`config.mk`:
```
export PLATFORM = sky130hd
export DESIGN_NAME = wake_interval_scheduler_flat
export DESIGN_NICKNAME = d
export VERILOG_FILES = /design/src/rtl/wis_pkg.sv /design/src/rtl/wis_if.sv /design/src/rtl/wis_rem.sv /design/src/rtl/wake_interval_scheduler.sv /design/src/flat_wrapper.sv
export SDC_FILE = /design/constraint.sdc
export NUM_CORES = 1
export LEC_CHECK = 0
export BUFFER_PORTS_ARGS = -buffer_cell sky130_fd_sc_hd__buf_2
export CORE_ASPECT_RATIO = 0.9
export CORE_MARGIN = 2
export CORE_UTILIZATION = 52
export CTS_BUF_LIST = sky130_fd_sc_hd__clkbuf_4
export DETAILED_ROUTE_END_ITERATION = 7
export GPL_TIMING_DRIVEN = 0
export PLACE_DENSITY_LB_ADDON = 0.2
export SLEW_MARGIN = 20
export SYNTH_ARGS = -nofsm -noshare
export SYNTH_HDL_FRONTEND = slang
export SYNTH_SLANG_ARGS = --single-unit
```
`constraint.sdc`:
```
create_clock -name clk_i -period 14.9 [get_ports clk_i]
set_input_delay 0.745 -clock clk_i [delete_from_list [all_inputs] [get_ports clk_i]]
set_output_delay 0.745 -clock clk_i [all_outputs]
set_load 0.005 [all_outputs]
```
`src/rtl/wis_pkg.sv`:
```
`timescale 1ns / 1ps
`default_nettype none

package wis_pkg;

  // time field width, default
  localparam int unsigned TIME_BITS_DEF = 32;

  // config field widths
  localparam int unsigned PERIOD_W  = 16;
  localparam int unsigned LEAD_W    = 11;
  localparam int unsigned STREAK_W  = 8;
  localparam int unsigned CFG_IDX_W = 3;
  localparam int unsigned CFG_DAT_W = 16;

  // clock is trusted only beyond this epoch second
  localparam logic [31:0] CLOCK_EPOCH_MIN = 32'd1600000000;
  // slack before a reading counts as stale
  localparam logic [7:0]  STALE_SLACK     = 8'd30;

  // register reset values
  localparam logic                 PUSH_MODE_RST      = 1'b0;
  localparam logic [PERIOD_W-1:0]  READING_PERIOD_RST = 16'd300;
  localparam logic [LEAD_W-1:0]    POLL_LEAD_RST      = 11'sd15;
  localparam logic [LEAD_W-1:0]    PUSH_LEAD_RST      = -11'sd12;
  localparam logic [PERIOD_W-1:0]  RETRY_INTERVAL_RST = 16'd60;
  localparam logic [STREAK_W-1:0]  RETRY_LIMIT_RST    = 8'd5;
  localparam logic [PERIOD_W-1:0]  MIN_SLEEP_RST      = 16'd20;
  localparam logic [PERIOD_W-1:0]  MAX_SLEEP_RST      = 16'd3600;

  // register indexes
  typedef enum logic [CFG_IDX_W-1:0] {
    REG_PUSH_MODE      = 3'd0,
    REG_READING_PERIOD = 3'd1,
    REG_POLL_LEAD      = 3'd2,
    REG_PUSH_LEAD      = 3'd3,
    REG_RETRY_INTERVAL = 3'd4,
    REG_RETRY_LIMIT    = 3'd5,
    REG_MIN_SLEEP      = 3'd6,
    REG_MAX_SLEEP      = 3'd7
  } wis_reg_e;

  // sequencer states
  typedef enum logic [3:0] {
    ST_IDLE,
    ST_AGE,
    ST_LEAD,
    ST_CHK,
    ST_DIV,
    ST_SILENT,
    ST_ALARM,
    ST_ALARM2,
    ST_CLAMP
  } wis_state_e;

  // handshake from the sequencer to the remainder unit and back
  typedef struct packed {
    logic start;
  } wis_rem_req_t;

  typedef struct packed {
    logic busy;
    logic done;
  } wis_rem_stat_t;

endpackage

`default_nettype wire

```
`src/rtl/wis_if.sv`:
```
`timescale 1ns / 1ps
`default_nettype none

interface wis_in_if #(
  parameter int unsigned TIME_BITS = wis_pkg::TIME_BITS_DEF
);
  logic                 valid;
  logic                 ready;
  logic [TIME_BITS-1:0] time_now;
  logic                 have_reading;
  logic [TIME_BITS-1:0] reading_time;
  logic                 source_answered;
  logic                 fresh_reading;
  logic [TIME_BITS-1:0] alarm_time;

  modport source (
    output valid, time_now, have_reading, reading_time,
           source_answered, fresh_reading, alarm_time,
    input  ready
  );
  modport sink (
    input  valid, time_now, have_reading, reading_time,
           source_answered, fresh_reading, alarm_time,
    output ready
  );
endinterface

interface wis_out_if;
  logic                             valid;
  logic                             ready;
  logic [wis_pkg::PERIOD_W-1:0]     sleep_seconds;
  logic [wis_pkg::STREAK_W-1:0]     retry_count;

  modport source (
    output valid, sleep_seconds, retry_count,
    input  ready
  );
  modport sink (
    input  valid, sleep_seconds, retry_count,
    output ready
  );
endinterface

interface wis_cfg_if;
  logic                             valid;
  logic                             ready;
  logic [wis_pkg::CFG_IDX_W-1:0]    index;
  logic [wis_pkg::CFG_DAT_W-1:0]    data;

  modport source (
    output valid, index, data,
    input  ready
  );
  modport sink (
    input  valid, index, data,
    output ready
  );
endinterface

`default_nettype wire

```
`src/rtl/wis_rem.sv`:
```
`timescale 1ns / 1ps
`default_nettype none

// serial remainder, two dividend bits per cycle, msb first
module wis_rem #(
  parameter int unsigned XW = 33
) (
  input  wire logic                          clk_i,
  input  wire logic                          rst_ni,
  input  wire wis_pkg::wis_rem_req_t         req_i,
  input  wire logic [XW-1:0]                 dividend_i,
  input  wire logic [wis_pkg::PERIOD_W-1:0]  divisor_i,
  output wis_pkg::wis_rem_stat_t             stat_o,
  output logic [wis_pkg::PERIOD_W-1:0]       rem_o
);

  localparam int unsigned PW = wis_pkg::PERIOD_W;
  localparam int unsigned NS = (XW + 1) / 2;
  localparam int unsigned DW = 2 * NS;
  localparam int unsigned CNT_W = $clog2(NS + 1);

  logic [DW-1:0]    dvd_q, dvd_d;
  logic [PW-1:0]    rem_q, rem_d;
  logic [PW-1:0]    dsr_q, dsr_d;
  logic [CNT_W-1:0] cnt_q, cnt_d;
  logic             busy_q, busy_d;
  logic             done_q, done_d;

  logic [PW:0] r1, r2;
  logic [PW-1:0] r1m;

  always_comb begin
    // two restoring steps
    r1  = {rem_q, dvd_q[DW-1]};
    r1m = (r1 >= {1'b0, dsr_q}) ? PW'(r1 - {1'b0, dsr_q}) : r1[PW-1:0];
    r2  = {r1m, dvd_q[DW-2]};

    dvd_d  = dvd_q;
    rem_d  = rem_q;
    dsr_d  = dsr_q;
    cnt_d  = cnt_q;
    busy_d = busy_q;
    done_d = 1'b0;

    if (req_i.start) begin
      dvd_d  = DW'(dividend_i);
      rem_d  = '0;
      dsr_d  = divisor_i;
      cnt_d  = CNT_W'(NS);
      busy_d = 1'b1;
    end else if (busy_q) begin
      dvd_d = {dvd_q[DW-3:0], 2'b00};
      rem_d = (r2 >= {1'b0, dsr_q}) ? PW'(r2 - {1'b0, dsr_q}) : r2[PW-1:0];
      cnt_d = cnt_q - CNT_W'(1);
      if (cnt_q == CNT_W'(1)) begin
        busy_d = 1'b0;
        done_d = 1'b1;
      end
    end
  end

  always_ff @(posedge clk_i or negedge rst_ni) begin
    if (!rst_ni) begin
      busy_q <= 1'b0;
      done_q <= 1'b0;
      cnt_q  <= '0;
    end else begin
      busy_q <= busy_d;
      done_q <= done_d;
      cnt_q  <= cnt_d;
    end
  end

  always_ff @(posedge clk_i) begin
    dvd_q <= dvd_d;
    rem_q <= rem_d;
    dsr_q <= dsr_d;
  end

  assign stat_o.busy = busy_q;
  assign stat_o.done = done_q;
  assign rem_o       = rem_q;

endmodule

`default_nettype wire

```
`src/rtl/wake_interval_scheduler.sv`:
```
`timescale 1ns / 1ps
`default_nettype none

// one wake report in, one sleep word out; not ready again until the word is formed
// each report passes AGE, LEAD, SILENT, ALARM, ALARM2 and CLAMP, a grid wake also CHK; when grid
// alignment needs the serial remainder unit it waits in DIV too, and CLAMP waits for a free output
// register; the remainder unit works at 2 bits a cycle, so it sets the pace of such a grid wake
// a new report is accepted while the previous sleep word still waits at the output register
// async active-low reset restores register defaults and clears the retry streak
module wake_interval_scheduler #(
  parameter int unsigned TIME_BITS = wis_pkg::TIME_BITS_DEF
) (
  input  wire logic clk_i,
  input  wire logic rst_ni,
  wis_cfg_if.sink   cfg_i,
  wis_in_if.sink    in_i,
  wis_out_if.source out_o
);

  localparam int unsigned PW = wis_pkg::PERIOD_W;
  localparam int unsigned LW = wis_pkg::LEAD_W;
  localparam int unsigned SW = wis_pkg::STREAK_W;
  // signed working width for differences plus period and lead
  localparam int unsigned CW = TIME_BITS + 2;
  // differences saturate at +-2^62, reachable only with wide time
  localparam bit SAT_ON = (TIME_BITS > 62);
  localparam logic signed [CW-1:0] CAP = $signed(CW'(64'h4000_0000_0000_0000));
  // remainder dividend width: minv - d stays below 2^XW
  localparam int unsigned XW = (TIME_BITS > 61) ? 63 : TIME_BITS + 1;

  // signed saturated a - b
  function automatic logic signed [CW-1:0] sdiff(
    input logic [TIME_BITS-1:0] a,
    input logic [TIME_BITS-1:0] b
  );
    logic signed [CW-1:0] raw;
    raw = $signed({2'b00, a}) - $signed({2'b00, b});
    if (SAT_ON && raw > CAP) begin
      raw = CAP;
    end else if (SAT_ON && raw < -CAP) begin
      raw = -CAP;
    end
    return raw;
  endfunction

  // ---------------------------------------------------------------------------
  // configuration registers, written only while idle
  // ---------------------------------------------------------------------------
  logic          push_mode_q;
  logic [PW-1:0] rp_q;
  logic [LW-1:0] poll_lead_q;
  logic [LW-1:0] push_lead_q;
  logic [PW-1:0] retry_int_q;
  logic [SW-1:0] retry_lim_q;
  logic [PW-1:0] min_sleep_q;
  logic [PW-1:0] max_sleep_q;

  wis_pkg::wis_state_e state_q, state_d;

  // config writes take the idle slot ahead of a new report
  assign cfg_i.ready = (state_q == wis_pkg::ST_IDLE);

  always_ff @(posedge clk_i or negedge rst_ni) begin
    if (!rst_ni) begin
      push_mode_q <= wis_pkg::PUSH_MODE_RST;
      rp_q        <= wis_pkg::READING_PERIOD_RST;
      poll_lead_q <= wis_pkg::POLL_LEAD_RST;
      push_lead_q <= wis_pkg::PUSH_LEAD_RST;
      retry_int_q <= wis_pkg::RETRY_INTERVAL_RST;
      retry_lim_q <= wis_pkg::RETRY_LIMIT_RST;
      min_sleep_q <= wis_pkg::MIN_SLEEP_RST;
      max_sleep_q <= wis_pkg::MAX_SLEEP_RST;
    end else if (cfg_i.valid && cfg_i.ready) begin
      unique case (wis_pkg::wis_reg_e'(cfg_i.index))
        wis_pkg::REG_PUSH_MODE:      push_mode_q <= cfg_i.data[0];
        wis_pkg::REG_READING_PERIOD: rp_q        <= cfg_i.data[PW-1:0];
        wis_pkg::REG_POLL_LEAD:      poll_lead_q <= cfg_i.data[LW-1:0];
        wis_pkg::REG_PUSH_LEAD:      push_lead_q <= cfg_i.data[LW-1:0];
        wis_pkg::REG_RETRY_INTERVAL: retry_int_q <= cfg_i.data[PW-1:0];
        wis_pkg::REG_RETRY_LIMIT:    retry_lim_q <= cfg_i.data[SW-1:0];
        wis_pkg::REG_MIN_SLEEP:      min_sleep_q <= cfg_i.data[PW-1:0];
        wis_pkg::REG_MAX_SLEEP:      max_sleep_q <= cfg_i.data[PW-1:0];
      endcase
    end
  end

  // config values widened to the working width
  logic signed [CW-1:0] period_w, minv_w, maxv_w, rint_w, lead_w;
  logic [LW-1:0]        lead_sel;

  assign period_w = $signed(CW'(rp_q));
  assign minv_w   = $signed(CW'(min_sleep_q));
  assign maxv_w   = $signed(CW'(max_sleep_q));
  assign rint_w   = $signed(CW'(retry_int_q));
  assign lead_sel = push_mode_q ? push_lead_q : poll_lead_q;
  assign lead_w   = $signed({{(CW-LW){lead_sel[LW-1]}}, lead_sel});

  // ---------------------------------------------------------------------------
  // sequencer and datapath
  // ---------------------------------------------------------------------------

  // captured report
  logic [TIME_BITS-1:0] now_q, rtime_q, alarm_q;
  logic                 have_q, ans_q, fresh_q;

  logic                 clock_q, clock_d;
  // age of the reading, later reused for the alarm distance
  logic signed [CW-1:0] age_q, age_d;
  // running sleep length
  logic signed [CW-1:0] s_q, s_d;
  logic [SW-1:0]        streak_q, streak_d;

  logic                 out_valid_q, out_valid_d;
  logic [PW-1:0]        out_sleep_q, out_sleep_d;
  logic [SW-1:0]        out_cnt_q, out_cnt_d;

  // remainder unit
  wis_pkg::wis_rem_req_t  rem_req;
  wis_pkg::wis_rem_stat_t rem_stat;
  logic [PW-1:0]          rem;
  logic signed [CW-1:0]   x_w;

  // scratch
  logic signed [CW-1:0] lo_cl, da_w;
  logic                 stale;

  assign x_w = minv_w - s_q;

  wis_rem #(
    .XW (XW)
  ) u_rem (
    .clk_i      (clk_i),
    .rst_ni     (rst_ni),
    .req_i      (rem_req),
    .dividend_i (x_w[XW-1:0]),
    .divisor_i  (rp_q),
    .stat_o     (rem_stat),
    .rem_o      (rem)
  );

  assign in_i.ready          = (state_q == wis_pkg::ST_IDLE) && !cfg_i.valid;
  assign out_o.valid         = out_valid_q;
  assign out_o.sleep_seconds = out_sleep_q;
  assign out_o.retry_count   = out_cnt_q;

  always_comb begin
    state_d       = state_q;
    clock_d       = clock_q;
    age_d         = age_q;
    s_d           = s_q;
    streak_d      = streak_q;
    out_valid_d   = out_valid_q && !out_o.ready;
    out_sleep_d   = out_sleep_q;
    out_cnt_d     = out_cnt_q;
    rem_req.start = 1'b0;
    stale         = ans_q && !fresh_q
                    && (age_q > period_w + $signed(CW'(wis_pkg::STALE_SLACK)))
                    && (streak_q < retry_lim_q);
    lo_cl         = (s_q < minv_w) ? minv_w : s_q;
    da_w          = (age_q < minv_w) ? minv_w : age_q;

    unique case (state_q)
      wis_pkg::ST_IDLE: begin
        if (in_i.valid && in_i.ready) begin
          state_d = wis_pkg::ST_AGE;
        end
      end

      // trusted clock check and reading age
      wis_pkg::ST_AGE: begin
        clock_d = (now_q > TIME_BITS'(wis_pkg::CLOCK_EPOCH_MIN)) && have_q
                  && (rtime_q != '0);
        age_d   = sdiff(now_q, rtime_q);
        state_d = wis_pkg::ST_LEAD;
      end

      // untrusted clock takes the period, else stale retry, or raw grid wake relative to the last reading
      wis_pkg::ST_LEAD: begin
        if (!clock_q) begin
          s_d     = period_w;
          state_d = wis_pkg::ST_SILENT;
        end else if (stale) begin
          streak_d = streak_q + SW'(1);
          s_d      = rint_w;
          state_d  = wis_pkg::ST_SILENT;
        end else begin
          s_d     = period_w + lead_w - age_q;
          state_d = wis_pkg::ST_CHK;
        end
      end

      // wake already behind min sleep: push it forward on the grid, or to min sleep when the period is zero
      wis_pkg::ST_CHK: begin
        if (s_q < minv_w) begin
          if (rp_q != '0) begin
            rem_req.start = 1'b1;
            state_d       = wis_pkg::ST_DIV;
          end else begin
            s_d     = minv_w;
            state_d = wis_pkg::ST_SILENT;
          end
        end else begin
          state_d = wis_pkg::ST_SILENT;
        end
      end

      // minv + ((period - (minv - d) mod period) mod period)
      wis_pkg::ST_DIV: begin
        if (rem_stat.done) begin
          s_d     = (rem == '0) ? minv_w : minv_w + period_w - $signed(CW'(rem));
          state_d = wis_pkg::ST_SILENT;
        end
      end

      // silent source retry up to the limit, else untrusted clock takes the period; fresh ends the streak
      wis_pkg::ST_SILENT: begin
        if (!ans_q) begin
          if (streak_q < retry_lim_q) begin
            streak_d = streak_q + SW'(1);
            if (s_q > rint_w) begin
              s_d = rint_w;
            end
          end else if (!clock_q) begin
            s_d = period_w;
          end
        end
        if (fresh_q) begin
          streak_d = '0;
        end
        state_d = wis_pkg::ST_ALARM;
      end

      wis_pkg::ST_ALARM: begin
        age_d   = sdiff(alarm_q, now_q);
        state_d = wis_pkg::ST_ALARM2;
      end

      // pending alarm can only shorten the sleep
      wis_pkg::ST_ALARM2: begin
        if ((alarm_q != '0) && (da_w < s_q)) begin
          s_d = da_w;
        end
        state_d = wis_pkg::ST_CLAMP;
      end

      // min clamp then max clamp, max wins; wait for a free output register
      wis_pkg::ST_CLAMP: begin
        if (!out_valid_q || out_o.ready) begin
          out_valid_d = 1'b1;
          out_sleep_d = (lo_cl > maxv_w) ? max_sleep_q : lo_cl[PW-1:0];
          out_cnt_d   = streak_q;
          state_d     = wis_pkg::ST_IDLE;
        end
      end

      default: begin
        state_d = wis_pkg::ST_IDLE;
      end
    endcase
  end

  always_ff @(posedge clk_i or negedge rst_ni) begin
    if (!rst_ni) begin
      state_q     <= wis_pkg::ST_IDLE;
      streak_q    <= '0;
      out_valid_q <= 1'b0;
    end else begin
      state_q     <= state_d;
      streak_q    <= streak_d;
      out_valid_q <= out_valid_d;
    end
  end

  always_ff @(posedge clk_i) begin
    if (in_i.valid && in_i.ready) begin
      now_q   <= in_i.time_now;
      rtime_q <= in_i.reading_time;
      alarm_q <= in_i.alarm_time;
      have_q  <= in_i.have_reading;
      ans_q   <= in_i.source_answered;
      fresh_q <= in_i.fresh_reading;
    end
    clock_q     <= clock_d;
    age_q       <= age_d;
    s_q         <= s_d;
    out_sleep_q <= out_sleep_d;
    out_cnt_q   <= out_cnt_d;
  end

endmodule

`default_nettype wire

```
`src/flat_wrapper.sv`:
```
// flat-port wrapper written by rule: the top's interface ports become plain ports
module wake_interval_scheduler_flat 
#(
  parameter int unsigned TIME_BITS = wis_pkg::TIME_BITS_DEF
)
  (clk_i, rst_ni, cfg_i_valid, cfg_i_index, cfg_i_data, cfg_i_ready, in_i_valid, in_i_time_now, in_i_have_reading, in_i_reading_time, in_i_source_answered, in_i_fresh_reading, in_i_alarm_time, in_i_ready, out_o_valid, out_o_sleep_seconds, out_o_retry_count, out_o_ready);
  wis_cfg_if cfg_i_i ();
  wis_in_if #(.TIME_BITS(TIME_BITS)) in_i_i ();
  wis_out_if out_o_i ();
  input  wire logic clk_i;
  input  wire logic rst_ni;
  input wire logic [$bits(cfg_i_i.valid)-1:0] cfg_i_valid;
  input wire logic [$bits(cfg_i_i.index)-1:0] cfg_i_index;
  input wire logic [$bits(cfg_i_i.data)-1:0] cfg_i_data;
  output wire logic [$bits(cfg_i_i.ready)-1:0] cfg_i_ready;
  input wire logic [$bits(in_i_i.valid)-1:0] in_i_valid;
  input wire logic [$bits(in_i_i.time_now)-1:0] in_i_time_now;
  input wire logic [$bits(in_i_i.have_reading)-1:0] in_i_have_reading;
  input wire logic [$bits(in_i_i.reading_time)-1:0] in_i_reading_time;
  input wire logic [$bits(in_i_i.source_answered)-1:0] in_i_source_answered;
  input wire logic [$bits(in_i_i.fresh_reading)-1:0] in_i_fresh_reading;
  input wire logic [$bits(in_i_i.alarm_time)-1:0] in_i_alarm_time;
  output wire logic [$bits(in_i_i.ready)-1:0] in_i_ready;
  output wire logic [$bits(out_o_i.valid)-1:0] out_o_valid;
  output wire logic [$bits(out_o_i.sleep_seconds)-1:0] out_o_sleep_seconds;
  output wire logic [$bits(out_o_i.retry_count)-1:0] out_o_retry_count;
  input wire logic [$bits(out_o_i.ready)-1:0] out_o_ready;
  assign cfg_i_i.valid = cfg_i_valid;
  assign cfg_i_i.index = cfg_i_index;
  assign cfg_i_i.data = cfg_i_data;
  assign cfg_i_ready = cfg_i_i.ready;
  assign in_i_i.valid = in_i_valid;
  assign in_i_i.time_now = in_i_time_now;
  assign in_i_i.have_reading = in_i_have_reading;
  assign in_i_i.reading_time = in_i_reading_time;
  assign in_i_i.source_answered = in_i_source_answered;
  assign in_i_i.fresh_reading = in_i_fresh_reading;
  assign in_i_i.alarm_time = in_i_alarm_time;
  assign in_i_ready = in_i_i.ready;
  assign out_o_valid = out_o_i.valid;
  assign out_o_sleep_seconds = out_o_i.sleep_seconds;
  assign out_o_retry_count = out_o_i.retry_count;
  assign out_o_i.ready = out_o_ready;
  wake_interval_scheduler #(.TIME_BITS(TIME_BITS)) u_core (.clk_i(clk_i), .rst_ni(rst_ni), .cfg_i(cfg_i_i), .in_i(in_i_i), .out_o(out_o_i));
endmodule
```
Word-level counts from Yosys, hierarchy flattened

Cells that the tools add are included.

Output and inout port bits: 27
Input port bits: 123
Flip-flop bits (word level): 373
Logic and storage cells: 165

Reductions and logical operators: 37
$add $sub $neg: 12
Eq/ne operators: 29
$lt $le $gt $ge: 10
Muxes and demuxes: 48

Operators by type and width:

| kind                  | count |
|---|---|
| $mux 34               | 13 |
| $pmux 34 s5           | 1 |
| $gt 34x17->1          | 2 |
| $lt 34x17->1          | 2 |
| $pmux 34 s2           | 1 |
| $mux 33               | 2 |
| $sub 32x32->33        | 2 |
| $reduce_bool 32->1    | 2 |
| $mux 16               | 3 |
| $mux 8                | 5 |
| $pmux 4 s9            | 1 |
| $ge 17x16->1          | 2 |
| $gt 34x34->1          | 1 |
| $lt 34x34->1          | 1 |
| $sub 34x34->34        | 1 |
| $sub 17x33->33        | 1 |
| $gt 32x31->1 const B  | 1 |
| $sub 16x16->16        | 2 |
| $add 17x11->18        | 1 |
| $reduce_and 2->1      | 9 |
| $sub 17x16->18        | 1 |
| $add 16x16->17        | 1 |
| $add 16x5->17 const B | 1 |
| $eq 4x3->1 const B    | 4 |
| other kinds (32)      | 76 |

Depth between registers and ports, before layout

Depth in word-level cells: 7
Gate-level depth with buffers: 29
Mapped depth without buffers: 26

Hierarchy

A second synthesis with hierarchy kept.

Cells, all modules: 2923
Area, all modules: 28738.8 µm²

By module, submodules not included:

| module                  | times used | area each (µm²) | cells an instance |
|---|---|---|---|
| wake_interval_scheduler | 1          | 23915.4         | 2460 |
| wis_rem                 | 1          | 4823.4          | 463 |

Least setup slack after synthesis

OpenSTA, ideal clock, no wires.

Path type: reg-to-reg
From: register u_core.min_sleep_q[1]
To: register u_core.s_q[0], enable pin
Setup time: 0.477 ns
Cell stages (with the launch flop): 25
Period minus slack after synthesis: 7.397 ns
Slack: 7.503 ns
Arrival: 6.920 ns
Path through: dfrtp_1 > inv_1 > ha_1 > a21o_1 > a21o_1 > a21o_1 > a21o_1 > a21oi_1 > o21ai_0 > o2111ai_1 > a21boi_0 > o41ai_1 > ha_1 > clkbuf_1 > buf_1 > nor2_1 > ha_1 > a21o_1 > a21oi_1 > nor2b_1 > o21ai_0 > nand2b_1 > a2111oi_0 > a21oi_1 > a211oi_1

Cells in the longest elaborated chain, start to end: 6
Elaborated cells between the ends (all ways): 8
Classes of those cells: order compare: 3; eq/ne: 2; mux: 1; reduce/logical: 2

Ends and longest elaborated chain:

| item                           | line                           | text |
|---|---|---|
| from (decl)                    | wake_interval_scheduler.sv:55  | `logic [PW-1:0] min_sleep_q;` |
| from (signal assigned)         | wake_interval_scheduler.sv:71  | `min_sleep_q <= wis_pkg::MIN_SLEEP_RST;` |
| from (signal assigned)         | wake_interval_scheduler.sv:81  | `wis_pkg::REG_MIN_SLEEP: min_sleep_q <= cfg_i.data[PW-1:0];` |
| $lt 34x17->1                   | wake_interval_scheduler.sv:160 | `da_w = (age_q < minv_w) ? minv_w : age_q;` |
| $mux 34                        | wake_interval_scheduler.sv:160 |  |
| $lt 34x34->1                   | wake_interval_scheduler.sv:240 | `if ((alarm_q != '0) && (da_w < s_q)) begin` |
| $logic_and 1x1->1              | wake_interval_scheduler.sv:240 |  |
| $ne 2x1->1 (no line)           | --                             |  |
| $reduce_and 8->1 (no line) (*) | --                             |  |
| to (signal assigned)           | wake_interval_scheduler.sv:285 | `s_q <= s_d;` |
| to (decl)                      | wake_interval_scheduler.sv:110 | `logic signed [CW-1:0] s_q, s_d;` |

Mark *: on every way between the ends. The rest lies on a longest branch, timed or not.
A chain may end at the register's enable or synchronous reset.

Worst setup path in the final report

From: register u_core.min_sleep_q[1]
To: register u_core.s_q[4], enable pin

Same word-level chain as after synthesis.

==> qor.yml <==
die_y_microns: 225
start_kind: "flip-flop"
num_io_pins: 150
maxCapViolCount: 0
crit_family: "compound AO/OA/AOI/OAI gates"
worstPathMaxFanout: 10
grt_pass1_vias: 24100
worst_path_most_repeated_cell: "a21o_1"
setup_violations: 0
syn_area_sq_um: 28200
area_growth_pct: 14.6
firstDrtPassIters: 8
layout_common_cells: "313 x inv_1, 305 x ha_1, 240 x edfxtp_1, 223 x a21oi_1, 211 x nand2_1"
ys_seq_area_share_pct: 37.1
required_ns: 15.50
routed_wl_microns: 97700
hold_end: "u_core.now_q[18]"
end_kind: "flip-flop"
clk_latency_ns: 0.90
final_antenna_net_count: 0
initial_core_util_pct: 52.9
drtIter0Drc: 2652
syn_inst: 2947
violations: "DRC"
num_vias: 24900
syn_nets: 3398
cp.arrival_ns: 8.63
grt_usage_pct: 34.7
antenna_found_initial: 2
yosysUniqueCellTypes: 93
grt-busiest-layer: "met2"
synth_seq_cells: 372
setup_tns_ns: 0
fin_crit_sh_pct: 53.9
cts-resized-gates: 0
r2r_setup_slack_ns: 6.87
drive_gt1_share_pct: 16.0
tightest_slew_ns: 1.16
grt_pass1_wl_microns: 146000
use_met3_pct: 8.38
timing.final.max_slew_violations: 0
placed_area_sq_um: 29900
dieArea_sq_um: 56000
clock-skew-final_ns: 0.0751
reg2reg_to: "u_core.s_q[4]"
htreeDepth: 3
cts-buffers-inserted: 98
final_common_cell: "inv_1"
nets: 3752
use_met2_pct: 52.4
dpl.hpwl_microns: 76300
crit_path_max_incr_delay_ns: 0.76
rows: 80
synthArstFlopShare_pct: 30.9
gp_congestion: 1.00
wl_per_cell_microns: 23.9
synth_flop_cell: "edfxtp_1"
holdPathStages: 1
status: "finished with violations"
grtUsageMet1_pct: 49.9
final_cell_area_sq_um: 32300
min_path_type: "in -> reg"
max_slew_margin_pct: 22.7
criticalPathCategory: "reg -> reg"
grt_start_max_net_pins: 70
cts_root_buf: "clkbuf_4"
grt_setup_unrepaired: "false"
slowest_stage: "a2111oi_0"
drc: 2
cts_tree: "built"
ctsLongestPathBuffers: 3
clock-sinks: 372
min_from: "in_i_time_now[18]"
grt_overflow_total: 0
worst-path-buf-inv: 5
io_buffer_count: 147
avgSynthCellArea_sq_um: 9.55
coreArea_sq_um: 53300
max_freq_ghz: 0.125
via_per_inst: 6.09
ys_warn_count: 0
hold_viol: 0
worstRegToRegCells: 26
r2r-start: "u_core.min_sleep_q[1]"
synth_edf_count: 240
cts.clk_slew.worst_paths_ns: 0.07
die_width_microns: 249
min_period_ns: 8.03
[logic make-up after synthesis]
family	synth area share, %
fa+ha+maj	15.2
simple gates	12.9
flops	37.1
xor+xnor	5.51
compound gates	17.7
buf+inv	5.38
mux	6.17
[worst reg2reg max path: cells and delay by family (launching register included)]
kind	cells	cell delay, ns
AOI/OAI and AO/OA	15	3.86
adders and majority gates	3	1.05
buffers and inverters	5	1.97
DFF	1	0.61
and+or+nand+nor	3	0.27
[routing by layer]
metal | up-vias | routed length [microns]
met5 | - | 0
met1 | 12100 | 43800
met2 | 1149 | 41900
li1 | 11500 | -
met3 | 149 | 9860
met4 | 0 | 2160
[synthesized netlist by cell type, types with 10 or more instances]
master,number,area [sq um]
a211oi_1,22,165
a21o_1,95,713
a21oi_1,224,1120
a221o_1,10,100
a221oi_1,15,131
a31oi_1,19,119
and3_1,22,138
clkbuf_1,55,206
dfrtp_1,87,2180
dfstp_2,28,736
dfxtp_1,17,340
edfxtp_1,240,7210
fa_1,23,460
ha_1,305,3820
inv_1,313,1170
mux2_1,11,124
mux2_2,117,1320
mux2i_1,28,280
nand2_1,212,796
nand2b_1,36,225
nand3_1,48,240
nand4_1,40,250
nor2_1,190,713
nor2b_1,30,188
nor3_1,49,245
nor4_1,53,332
o211ai_1,18,135
o21a_1,28,210
o21ai_0,184,921
o21ai_1,33,165
o21ai_2,10,87.6
o21bai_1,16,120
o31ai_1,10,75.1
or3_1,12,75.1
xnor2_1,116,1020
xor2_1,61,534
[what timing repair did]
action / in CTS / in global routing
endpoints found under the hold margin: 154 / 0
setup endpoints to repair: 0 / 0
setup buffers: 0 / 0
hold buffers: 99 / 0
[worst max path at each step]
stage / start / endpoint / slack (ns) / depth (start not counted)
after global routing: u_core.min_sleep_q[1] / u_core.s_q[2] / 6.53 / 26
after global placement: u_core.min_sleep_q[1] / u_core.s_q[4] / 3.16 / 24
after floorplan: u_core.min_sleep_q[1] / u_core.s_q[0] / 7.50 / 24
after detailed placement: u_core.min_sleep_q[1] / u_core.s_q[4] / 7.19 / 26
after CTS: u_core.min_sleep_q[1] / u_core.s_q[2] / 7.17 / 26
final: u_core.min_sleep_q[1] / u_core.s_q[4] / 6.87 / 26
[state kept, by name, indices dropped and copies added, names as in the netlist, 4 cells and up]
name and cells:
u_core.s_q 34, u_core.u_rem.dvd_q 34, u_core.age_q 33, u_core.alarm_q 32
u_core.now_q 32, u_core.rtime_q 32, u_core.max_sleep_q 16, u_core.min_sleep_q 16
u_core.out_o.sleep_seconds 16, u_core.retry_int_q 16, u_core.rp_q 16, u_core.u_rem.dsr_q 16
u_core.u_rem.rem_o 16, u_core.poll_lead_q 11, u_core.push_lead_q 11, u_core.out_o.retry_count 8
u_core.retry_lim_q 8, u_core.streak_q 8, u_core.u_rem.cnt_q 5, u_core.state_q 4
[per-stage QoR]
stage / instances / setup slack, ns / hold WS, ns / util, %
after floorplan: 2947 / 7.50 / 0.449 / -
after global placement: 3791 / 3.16 / 0.485 / 55.9
after detailed placement: 3799 / 7.19 / 0.494 / 56.2
after CTS: 4078 / 7.17 / 0.00170 / 60.6
after global routing: 4084 / 6.53 / 0.00611 / 60.6
final: 4084 / 6.87 / 0.0658 / 60.6
[layout make-up]
class | count | area [sq um]
repair buffers | 254 | 1860
clock buffers | 154 | 1160
clock inverters | 26 | 159
inverters | 317 | 1190
fillers | 4600 | 21000
flip-flops and latches | 372 | 10500
plain buffers | 75 | 325
multi-input cells | 2183 | 16200
diodes | 6 | 15.0
well taps | 697 | 872
Power is left out: the tool's default activity adds up to more than one toggle a clock period on the data nets, which glitch-free logic cannot reach.
